==> src/rtl/lsa_pkg.sv <==
// ----------------------------------------------------------------------------
// lsa_pkg: shared types and codes for the LRU slot allocator
// Request and result formats and the action codes.
// ----------------------------------------------------------------------------
package lsa_pkg;

  // Action codes; code 3 is unused and changes nothing
  localparam logic [1:0] ACT_TOUCH   = 2'd0;
  localparam logic [1:0] ACT_ALLOC   = 2'd1;
  localparam logic [1:0] ACT_RELEASE = 2'd2;

  // Widths of the stream payloads
  localparam int IN_DATA_W  = 8;
  localparam int OUT_DATA_W = 8;

  // One request item
  typedef struct packed {
    logic [2:0] slot_index;
    logic [1:0] action;
  } req_t;

  // One result item
  typedef struct packed {
    logic       evicted;
    logic [2:0] granted_slot;
  } rsp_t;

endpackage

==> src/rtl/lsa_in_stage.sv <==
// ----------------------------------------------------------------------------
// lsa_in_stage: input register
// Captures one request item and holds it until the core takes it.
// ----------------------------------------------------------------------------
module lsa_in_stage (
  input  logic          clk,
  input  logic          rst_n,
  input  logic          in_valid,
  output logic          in_ready,
  input  lsa_pkg::req_t in_req,
  output logic          req_valid,
  output lsa_pkg::req_t req,
  input  logic          take
);

  logic          valid_r;
  logic          valid_nxt;
  lsa_pkg::req_t req_r;

  // accept while empty or while the held item leaves this cycle
  assign in_ready  = !valid_r || take;
  assign valid_nxt = (in_valid && in_ready) || (valid_r && !take);

  always_ff @(posedge clk) begin
    if (!rst_n) begin
      valid_r <= 1'b0;
    end else begin
      valid_r <= valid_nxt;
    end
  end

  // payload, no reset
  always_ff @(posedge clk) begin
    if (in_valid && in_ready) begin
      req_r <= in_req;
    end
  end

  assign req_valid = valid_r;
  assign req       = req_r;

endmodule

==> src/rtl/lsa_core.sv <==
// ----------------------------------------------------------------------------
// lsa_core: slot state and single-pass update
// Holds used flags and age ranks; computes grant, eviction and new state.
// ----------------------------------------------------------------------------
module lsa_core #(
  parameter int SLOTS = 8
) (
  input  logic          clk,
  input  logic          rst_n,
  input  lsa_pkg::req_t req,
  input  logic          take,
  output lsa_pkg::rsp_t rsp
);

  localparam int RW = (SLOTS > 1) ? $clog2(SLOTS) : 1;
  localparam logic [RW-1:0] OLDEST_RANK = RW'(SLOTS - 1);

  logic [SLOTS-1:0] used_r;
  logic [SLOTS-1:0] used_nxt;
  logic [RW-1:0]    rank_r   [SLOTS];
  logic [RW-1:0]    rank_nxt [SLOTS];

  logic          is_alloc;
  logic          idx_ok;
  logic [RW-1:0] idx_sel;
  logic          found;
  logic [RW-1:0] free_idx;
  logic [RW-1:0] old_idx;
  logic [RW-1:0] target;
  logic [RW-1:0] target_rank;
  logic          do_touch;

  assign is_alloc = (req.action == lsa_pkg::ACT_ALLOC);
  assign idx_ok   = (32'(req.slot_index) < SLOTS);
  assign idx_sel  = RW'(req.slot_index);
  assign found    = ~&used_r;

  // lowest free slot: priority encoder
  always_comb begin
    free_idx = '0;
    for (int i = SLOTS - 1; i >= 0; i--) begin
      if (!used_r[i]) begin
        free_idx = RW'(i);
      end
    end
  end

  // ranks are a permutation, so the oldest slot holds the top rank
  always_comb begin
    old_idx = '0;
    for (int i = 0; i < SLOTS; i++) begin
      if (rank_r[i] == OLDEST_RANK) begin
        old_idx = RW'(i);
      end
    end
  end

  assign target      = is_alloc ? (found ? free_idx : old_idx) : idx_sel;
  assign target_rank = rank_r[target];
  assign do_touch    = is_alloc || ((req.action == lsa_pkg::ACT_TOUCH) && idx_ok);

  // rank update: younger slots age by one, the touched slot goes to zero
  always_comb begin
    for (int i = 0; i < SLOTS; i++) begin
      rank_nxt[i] = rank_r[i];
      if (do_touch) begin
        if (RW'(i) == target) begin
          rank_nxt[i] = '0;
        end else if (rank_r[i] < target_rank) begin
          rank_nxt[i] = rank_r[i] + RW'(1);
        end
      end
    end
  end

  // used flags
  always_comb begin
    used_nxt = used_r;
    if (is_alloc) begin
      used_nxt[target] = 1'b1;
    end else if ((req.action == lsa_pkg::ACT_RELEASE) && idx_ok) begin
      used_nxt[idx_sel] = 1'b0;
    end
  end

  always_ff @(posedge clk) begin
    if (!rst_n) begin
      used_r <= '0;
      for (int i = 0; i < SLOTS; i++) begin
        rank_r[i] <= RW'(i);
      end
    end else if (take) begin
      used_r <= used_nxt;
      for (int i = 0; i < SLOTS; i++) begin
        rank_r[i] <= rank_nxt[i];
      end
    end
  end

  // result: grant for allocate, echo otherwise
  assign rsp.granted_slot = is_alloc ? 3'(target) : req.slot_index;
  assign rsp.evicted      = is_alloc && !found;

endmodule

==> src/rtl/lsa_out_stage.sv <==
// ----------------------------------------------------------------------------
// lsa_out_stage: result register
// Holds one result item until the downstream side takes it.
// ----------------------------------------------------------------------------
module lsa_out_stage (
  input  logic          clk,
  input  logic          rst_n,
  input  logic          load,
  input  lsa_pkg::rsp_t rsp,
  output logic          can_load,
  output logic          out_valid,
  input  logic          out_ready,
  output lsa_pkg::rsp_t out_rsp
);

  logic          valid_r;
  logic          valid_nxt;
  lsa_pkg::rsp_t rsp_r;

  // free when empty or when the held item leaves this cycle
  assign can_load  = !valid_r || out_ready;
  assign valid_nxt = load || (valid_r && !out_ready);

  always_ff @(posedge clk) begin
    if (!rst_n) begin
      valid_r <= 1'b0;
    end else begin
      valid_r <= valid_nxt;
    end
  end

  always_ff @(posedge clk) begin
    if (load) begin
      rsp_r <= rsp;
    end
  end

  assign out_valid = valid_r;
  assign out_rsp   = rsp_r;

endmodule

==> src/rtl/lru_slot_allocator.sv <==
// ----------------------------------------------------------------------------
// lru_slot_allocator: LRU slot allocator with age-rank counters
// Touch, allocate and release on a set of slots, one item per cycle while out_tready is high.
// ----------------------------------------------------------------------------
// Channel | Direction | Payload
// in_*    | input     | tdata[1:0] action, tdata[4:2] slot_index
// out_*   | output    | tdata[2:0] granted_slot, tdata[3] evicted
//
// An item is held in the input register and then moves to the result register,
// which drives out_tvalid; one item per cycle is sustained while out_tready
// is high. The free search, top-rank match and rank update are combinational
// between the two registers.
// Reset frees all slots and sets each rank to its slot number.
// A stall on out_tready holds the result and backs up into in_tready.
// ----------------------------------------------------------------------------
module lru_slot_allocator #(
  parameter int SLOTS = 8
) (
  input  logic                           clk,
  input  logic                           rst_n,
  input  logic                           in_tvalid,
  output logic                           in_tready,
  input  logic [lsa_pkg::IN_DATA_W-1:0]  in_tdata,   // [1:0] action, [4:2] slot_index
  output logic                           out_tvalid,
  input  logic                           out_tready,
  output logic [lsa_pkg::OUT_DATA_W-1:0] out_tdata   // [2:0] granted_slot, [3] evicted
);

  lsa_pkg::req_t in_req;
  lsa_pkg::req_t req;
  lsa_pkg::rsp_t rsp;
  lsa_pkg::rsp_t out_rsp;
  logic          req_valid;
  logic          can_load;
  logic          take;

  // unpack input item
  assign in_req.action     = in_tdata[1:0];
  assign in_req.slot_index = in_tdata[4:2];

  // request moves on when the result register has room
  assign take = req_valid && can_load;

  lsa_in_stage u_in (
    .clk       (clk),
    .rst_n     (rst_n),
    .in_valid  (in_tvalid),
    .in_ready  (in_tready),
    .in_req    (in_req),
    .req_valid (req_valid),
    .req       (req),
    .take      (take)
  );

  lsa_core #(
    .SLOTS (SLOTS)
  ) u_core (
    .clk   (clk),
    .rst_n (rst_n),
    .req   (req),
    .take  (take),
    .rsp   (rsp)
  );

  lsa_out_stage u_out (
    .clk       (clk),
    .rst_n     (rst_n),
    .load      (take),
    .rsp       (rsp),
    .can_load  (can_load),
    .out_valid (out_tvalid),
    .out_ready (out_tready),
    .out_rsp   (out_rsp)
  );

  // pack result item, zero fill to a byte
  assign out_tdata = {4'b0000, out_rsp.evicted, out_rsp.granted_slot};

endmodule
==> config.mk <==
export PLATFORM = sky130hd
export DESIGN_NAME = lru_slot_allocator
export DESIGN_NICKNAME = d
export VERILOG_FILES = /design/src/rtl/lsa_pkg.sv /design/src/rtl/lsa_in_stage.sv /design/src/rtl/lsa_core.sv /design/src/rtl/lsa_out_stage.sv /design/src/rtl/lru_slot_allocator.sv
export SDC_FILE = /design/constraint.sdc
export NUM_CORES = 1
export LEC_CHECK = 0
export BUFFER_PORTS_ARGS = -buffer_cell sky130_fd_sc_hd__buf_2
export CORE_MARGIN = 2
export CORE_UTILIZATION = 62
export DETAILED_ROUTE_END_ITERATION = 12
export PLACE_DENSITY_LB_ADDON = 0.1
export SLEW_MARGIN = 15
export SYNTH_ARGS = -nofsm -noshare
export SYNTH_HDL_FRONTEND = slang
export SYNTH_SLANG_ARGS = --single-unit
==> constraint.sdc <==
create_clock -name clk -period 10 [get_ports clk]
set_input_delay 3 -clock clk [delete_from_list [all_inputs] [get_ports clk]]
set_output_delay 3 -clock clk [all_outputs]
set_load 0.01 [all_outputs]
### After elaboration in Yosys (flattened, before gate mapping)

Memories as Yosys holds them, arrays and structs flattened.
Index checks and enable logic that the tools add are counted.

* bits in registers: 19
* bits in latches: 0
* memory bits (writable): 24
* ROM bits: 0
* logic and storage cells: 136
* memories: 1

* add/sub/neg operators: 8
* multiply operators: 0
* div/mod/pow operators: 0
* order comparisons: 12
* eq/ne operators: 16
* shifts and indexed selects: 0
* muxes and demuxes: 60
* bitwise operators: 11
* reduce and logical (&&, ||, !) cells: 21

Memory list
* u_core.rank_r: depth 8, bits a word 3, read ports 9, clocked after Yosys merged registers in 0, write ports 8, RTL line lsa_core.sv:20 `logic [RW-1:0] rank_r [SLOTS];`

Operators by type and width (number)
* two-way mux 3 bit: 47
* adder 3 x 1 -> 3 bit, second input constant: 8
* less-than comparator 3 bit: 8
* equality test 3 bit, second input constant: 7
* two-way mux 8 bit: 2
* equality test 3 bit, first input constant: 4
* AND 8 bit: 1
* less-than comparator 3 x 4 -> 1 bit, second input constant: 2
* inverter 8 bit: 1
* bitwise OR 1 bit: 8
* bitwise OR 8 bit: 1
* AND reduction 8 bit: 1
* logical AND 1 bit: 7
* two-way mux 1 bit: 7
* demux 1 bit (select 3 bit): 2
* equality test 2 x 3 -> 1 bit, first input constant: 2
* greater-or-equal comparator 3 x 1 -> 1 bit, second input constant: 2
* logical OR 1 bit: 5
* zero test 1 bit: 4
* two-way mux 2 bit: 2
* equality test 1 x 3 -> 1 bit, first input constant: 1
* zero test 3 bit: 1
* equality test 2 x 1 -> 1 bit, second input constant: 1
* equality test 2 bit, second input constant: 1
* other kinds (3): 3

### Longest topological paths before layout

An unclocked memory read counts as a cell.

* depth in word-level cells: 17
* mapped depth: 15
* depth with buffers taken out: 15

### Hierarchy

Synthesis repeated with hierarchy kept, for this count alone.

* cell total of the unflattened synthesis: 316
* area total of the unflattened synthesis: 2977.9 µm²

Modules (own cells, without submodules)
* lsa_core: times used 1, cells each 292, area each 2561.2 µm²
* lsa_in_stage: times used 1, cells each 10, area each 207.7 µm²
* lsa_out_stage: times used 1, cells each 8, area each 168.9 µm²
* lru_slot_allocator: times used 1, cells each 6, area each 40.0 µm²

### Least setup slack after synthesis

OpenSTA, ideal clock, no wires.

* kind: in2out
* start point: input port out_tready
* end point: output port in_tready
* data arrival time: 3316 ps
* data required time: 7000 ps
* slack: 3684 ps
* cell stages on the path: 2
* buffers on the path: 0
* cells stage by stage: nor2b_1 > nand2_1

* longest elaborated chain between the ends: 3

RTL lines
* start, declared: RTL line lru_slot_allocator.sv:25 `input logic out_tready,`
* logical OR 1 bit: RTL line lsa_out_stage.sv:21 `assign can_load = !valid_r || out_ready;`
* logical AND 1 bit: RTL line lru_slot_allocator.sv:42 `assign take = req_valid && can_load;`
* logical OR 1 bit: RTL line lsa_in_stage.sv:21 `assign in_ready = !valid_r || take;`
* end, declared: RTL line lru_slot_allocator.sv:22 `output logic in_tready,`

No other way between the ends.

### Worst setup path in the final report

Same ends and word-level chain as after synthesis.

==> metrics.md <==
| Metric | Value |
|---|---|
| Status | finished, final reports clean |
| Slowest Stage Delay on Critical Path | 200 ps |
| Initial core utilization | 64.3% |
| Reg-to-reg slack, setup | approximately 5700 ps |
| Period minus WS final | between 6000 and 7000 ps |
| Post-DP Area | ~0.0029 mm^2 |
| Via Count | between 2000 and 2500 |
| Final Non-Filler Cells | around 360 |
| Post-route ant nets | 0 |
| Clock Latency Late Sink | roughly 300 ps |
| ANT cells | 0 |
| CTS resizes | 0 |
| Pwr Density | 145 mW/mm^2 |
| Initial DRC count | between 300 and 400 |
| Synthesized area | between 0.002 and 0.003 mm^2 |
| Crit-path leading delay family | simple AND/OR/NAND/NOR gates |
| Port Buffer Count | 14 |
| CTS Root Cell | clkbuf_8 |
| P&R area growth vs syn | 6.12% |
| Synthesis Warnings | 0 |
| Asr flop ratio synth | 0% |
| I/O Pins | 22 |
| Hold Vio Cnt, Final | 0 |
| Clock-pin slew on the worst setup and hold paths | approximately 80 ps |
| Clock tree sinks | 43 |
| Syn avg cell area | around 9.6 um^2 |
| Maximum clock path buffer count | 2 |
| Total CTS buffers | 5 |
| CP most frequent cell | buf_2 |
| Critical path cell sequence | buf_2, nor2b_1, nand2_1, buf_2 |
| Pre-antenna DRT Iters | 5 |
| Period utilisation layout | around two thirds |
| H-tree depth | 2 |
| Clk_skew | 9.03 ps |
| Die H | ~71 um |
| Setup TNS | 0 ps |
| Max Cap Violations | 0 |
| Pwr Total | 0.000429 W |
| Vias in the first global route | approximately 2100 |
| Vias per cell | 6.42 |
| Crit path required time | around 7000 ps |
| Cells after DPL | 349 |
| Detailed-route wire length per cell | between 15 and 20 um |
| Crit path DAT | around 3500 ps |
| TritonCTS clock tree | done |
| Min-delay worst type | reg -> reg |
| Die area | roughly 0.005 mm^2 |
| Yosys reg bits | 43 |
| # DRC | 0 |
| Peak supply drop | approximately 90 uV |
| RSZ-0062 raised after global routing | no |
| Routability Congestion | 0.971 |
| Post-CTS Setup Bufs | 0 |
| Final setup vio count | 0 |
| CP Buf/Inv Count | 2 |
| Final Max Slew Viols | 0 |
| Max Fclk | between 150 and 200 MHz |
| Largest net degree at the start of global routing | 22 |
| CP max FO | 4 |
| Post-Route WL | just over 6000 um |
| CP endpoint kind | primary output |
| Crit start category | input port |
| Post-DP HPWL | 4610 um |
| First-pass GRT wire length | 10200 um |
| Cells after Synth | between 200 and 300 |
| GRT Total Usage | 26.1% |
| Most used flip-flop cell after synthesis | edfxtp_1 |
| Standard-cell rows | 24 |
| Hold_buf cts | 0 |
| Worst-Margin Slew | 866 ps |
| Crit Path Class | in -> out |
| Number of library cell types mapped by synthesis | 53 |
| Core area | between 0.004 and 0.005 mm^2 |
| Post-synthesis sequential area ratio | about 43% |
| Normalized max-slew margin | between 40% and 50% |
| Leakage power | around 1.1 nW |
| Final instance area | 0.00295 mm^2 |
| Total grt overflow | 0 |
| Nets | about 340 |
| Die width | just over 70 um |
| Share of cells above drive strength 1 | 11.1% |
| Initial antenna violation count | 0 |
| Number of synthesized flops with an enable pin | 33 |
| Worst-path cell with the longest stage delay | nor2b_1 |
## worst reg2reg max path, cell delays in order, from the launching register on
cell	delay (ps)
edfxtp_1	370
inv_1	80
ha_1	400
nand3_2	190
or4_4	550
or3_4	390
nand2_8	160
inv_4	110
nand2_1	70
and3_1	140
a311oi_1	50
a31oi_1	660
ha_1	370
o21ai_0	140
nor2_1	60
o2bb2ai_1	270
## cells in the final DEF (no fill, tap or decap), types with 5 or more instances in the layout
cell / n
nor2b_1: 7
ha_1: 25
nand2_1: 37
a21oi_1: 7
edfxtp_1: 33
nor2_1: 31
o22ai_1: 6
clkbuf_8: 5
inv_1: 12
o21ai_0: 27
buf_2: 14
a211oi_1: 9
and2_1: 10
dfxtp_1: 10
## area by class of cell
type | count | area, um^2
multi-input combinational | 225 | 1480
fill | 360 | 1370
sequential | 43 | 1190
timing repair buffer | 15 | 77.6
clock buffer | 6 | 72.6
tap | 52 | 65.1
inverter | 14 | 55.1
clock inverter | 2 | 11.3
## metal layers
layer	vias up	global-route usage, %	wire [um]
met4	0	9.64	133
met3	15	4.42	490
li1	1096	-	-
met1	1083	37.5	2760
met5	-	0	0
met2	97	40.0	2790
## registers in the layout (all words and copies together), names as in the netlist
signal           flops
u_out.out_rsp        4
u_core.used_r        8
u_in.req             5
u_core.rank_r       24
u_in.req_valid       1
u_out.out_valid      1
## stage by stage
step | hold slack (ps) | setup slack, ps | util [%]
2_1_floorplan | 470 | 3680 | -
3_3_place_gp | 499 | 3450 | 66.3
3_5_place_dp | 501 | 3460 | 66.3
4_1_cts | 521 | 3460 | 68.2
5_1_grt | 538 | 3390 | 68.2
6_report | 518 | 3470 | 68.2
## final timing paths
check | start | endpoint | cells after the start
setup / recovery | out_tready | in_tready | 4
hold / removal | u_in.req_valid | u_out.out_valid | 1
setup reg to reg | u_in.req[1] | u_core.rank_r[7][1] | 15
hold reg to reg | u_in.req_valid | u_out.out_valid | 1
## Yosys cell counts, drive strengths merged, types with 2 or more instances
| cell | n | area share, % |
|---|---|---|
| a311oi | 4 | 1.3 |
| and2 | 10 | 2.3 |
| inv | 14 | 2.0 |
| o22ai | 6 | 1.4 |
| clkbuf | 6 | 0.81 |
| buf | 6 | 1.6 |
| a31oi | 3 | 0.68 |
| nor2b | 7 | 1.6 |
| a21boi | 2 | 0.54 |
| a211oi | 9 | 2.4 |
| o31ai | 3 | 0.81 |
| nand2 | 38 | 5.7 |
| and3 | 4 | 0.90 |
| o2bb2ai | 2 | 0.63 |
| mux2 | 2 | 0.94 |
| ha | 25 | 11 |
| nand3 | 5 | 1.1 |
| dfxtp | 10 | 7.2 |
| mux2i | 3 | 1.1 |
| nor2 | 31 | 4.2 |
| o21ai | 28 | 5.0 |
| o211ai | 2 | 0.54 |
| a221oi | 4 | 1.5 |
| edfxtp | 33 | 36 |
| nor3 | 2 | 0.36 |
| nand2b | 4 | 0.90 |
| or3 | 2 | 0.63 |
| a21oi | 7 | 1.3 |
| a22o | 4 | 1.3 |
| nor3b | 2 | 0.54 |
## logic make-up (layout without fill, tap and decap cells)
family | count (synthesis) | after routing | synth area share, %
AOI/OAI and AO/OA | 81 | 81 | 19.4
xor gates and xnor gates | 1 | 1 | 0.315
adders and majority gates | 26 | 26 | 11.6
buffers and inverters | 26 | 37 | 4.41
DFF | 43 | 43 | 42.8
muxes | 5 | 5 | 2.03
other | 1 | 4 | 0.135
and+or+nand+nor | 108 | 108 | 19.2
## power breakdown
group          switching, W  internal [W]   total, W
clock             0.0000588     0.0000490   0.000108
sequential        0.0000143      0.000210   0.000224
combinational     0.0000584     0.0000382  0.0000966
(Power assumes the default switching activity.)
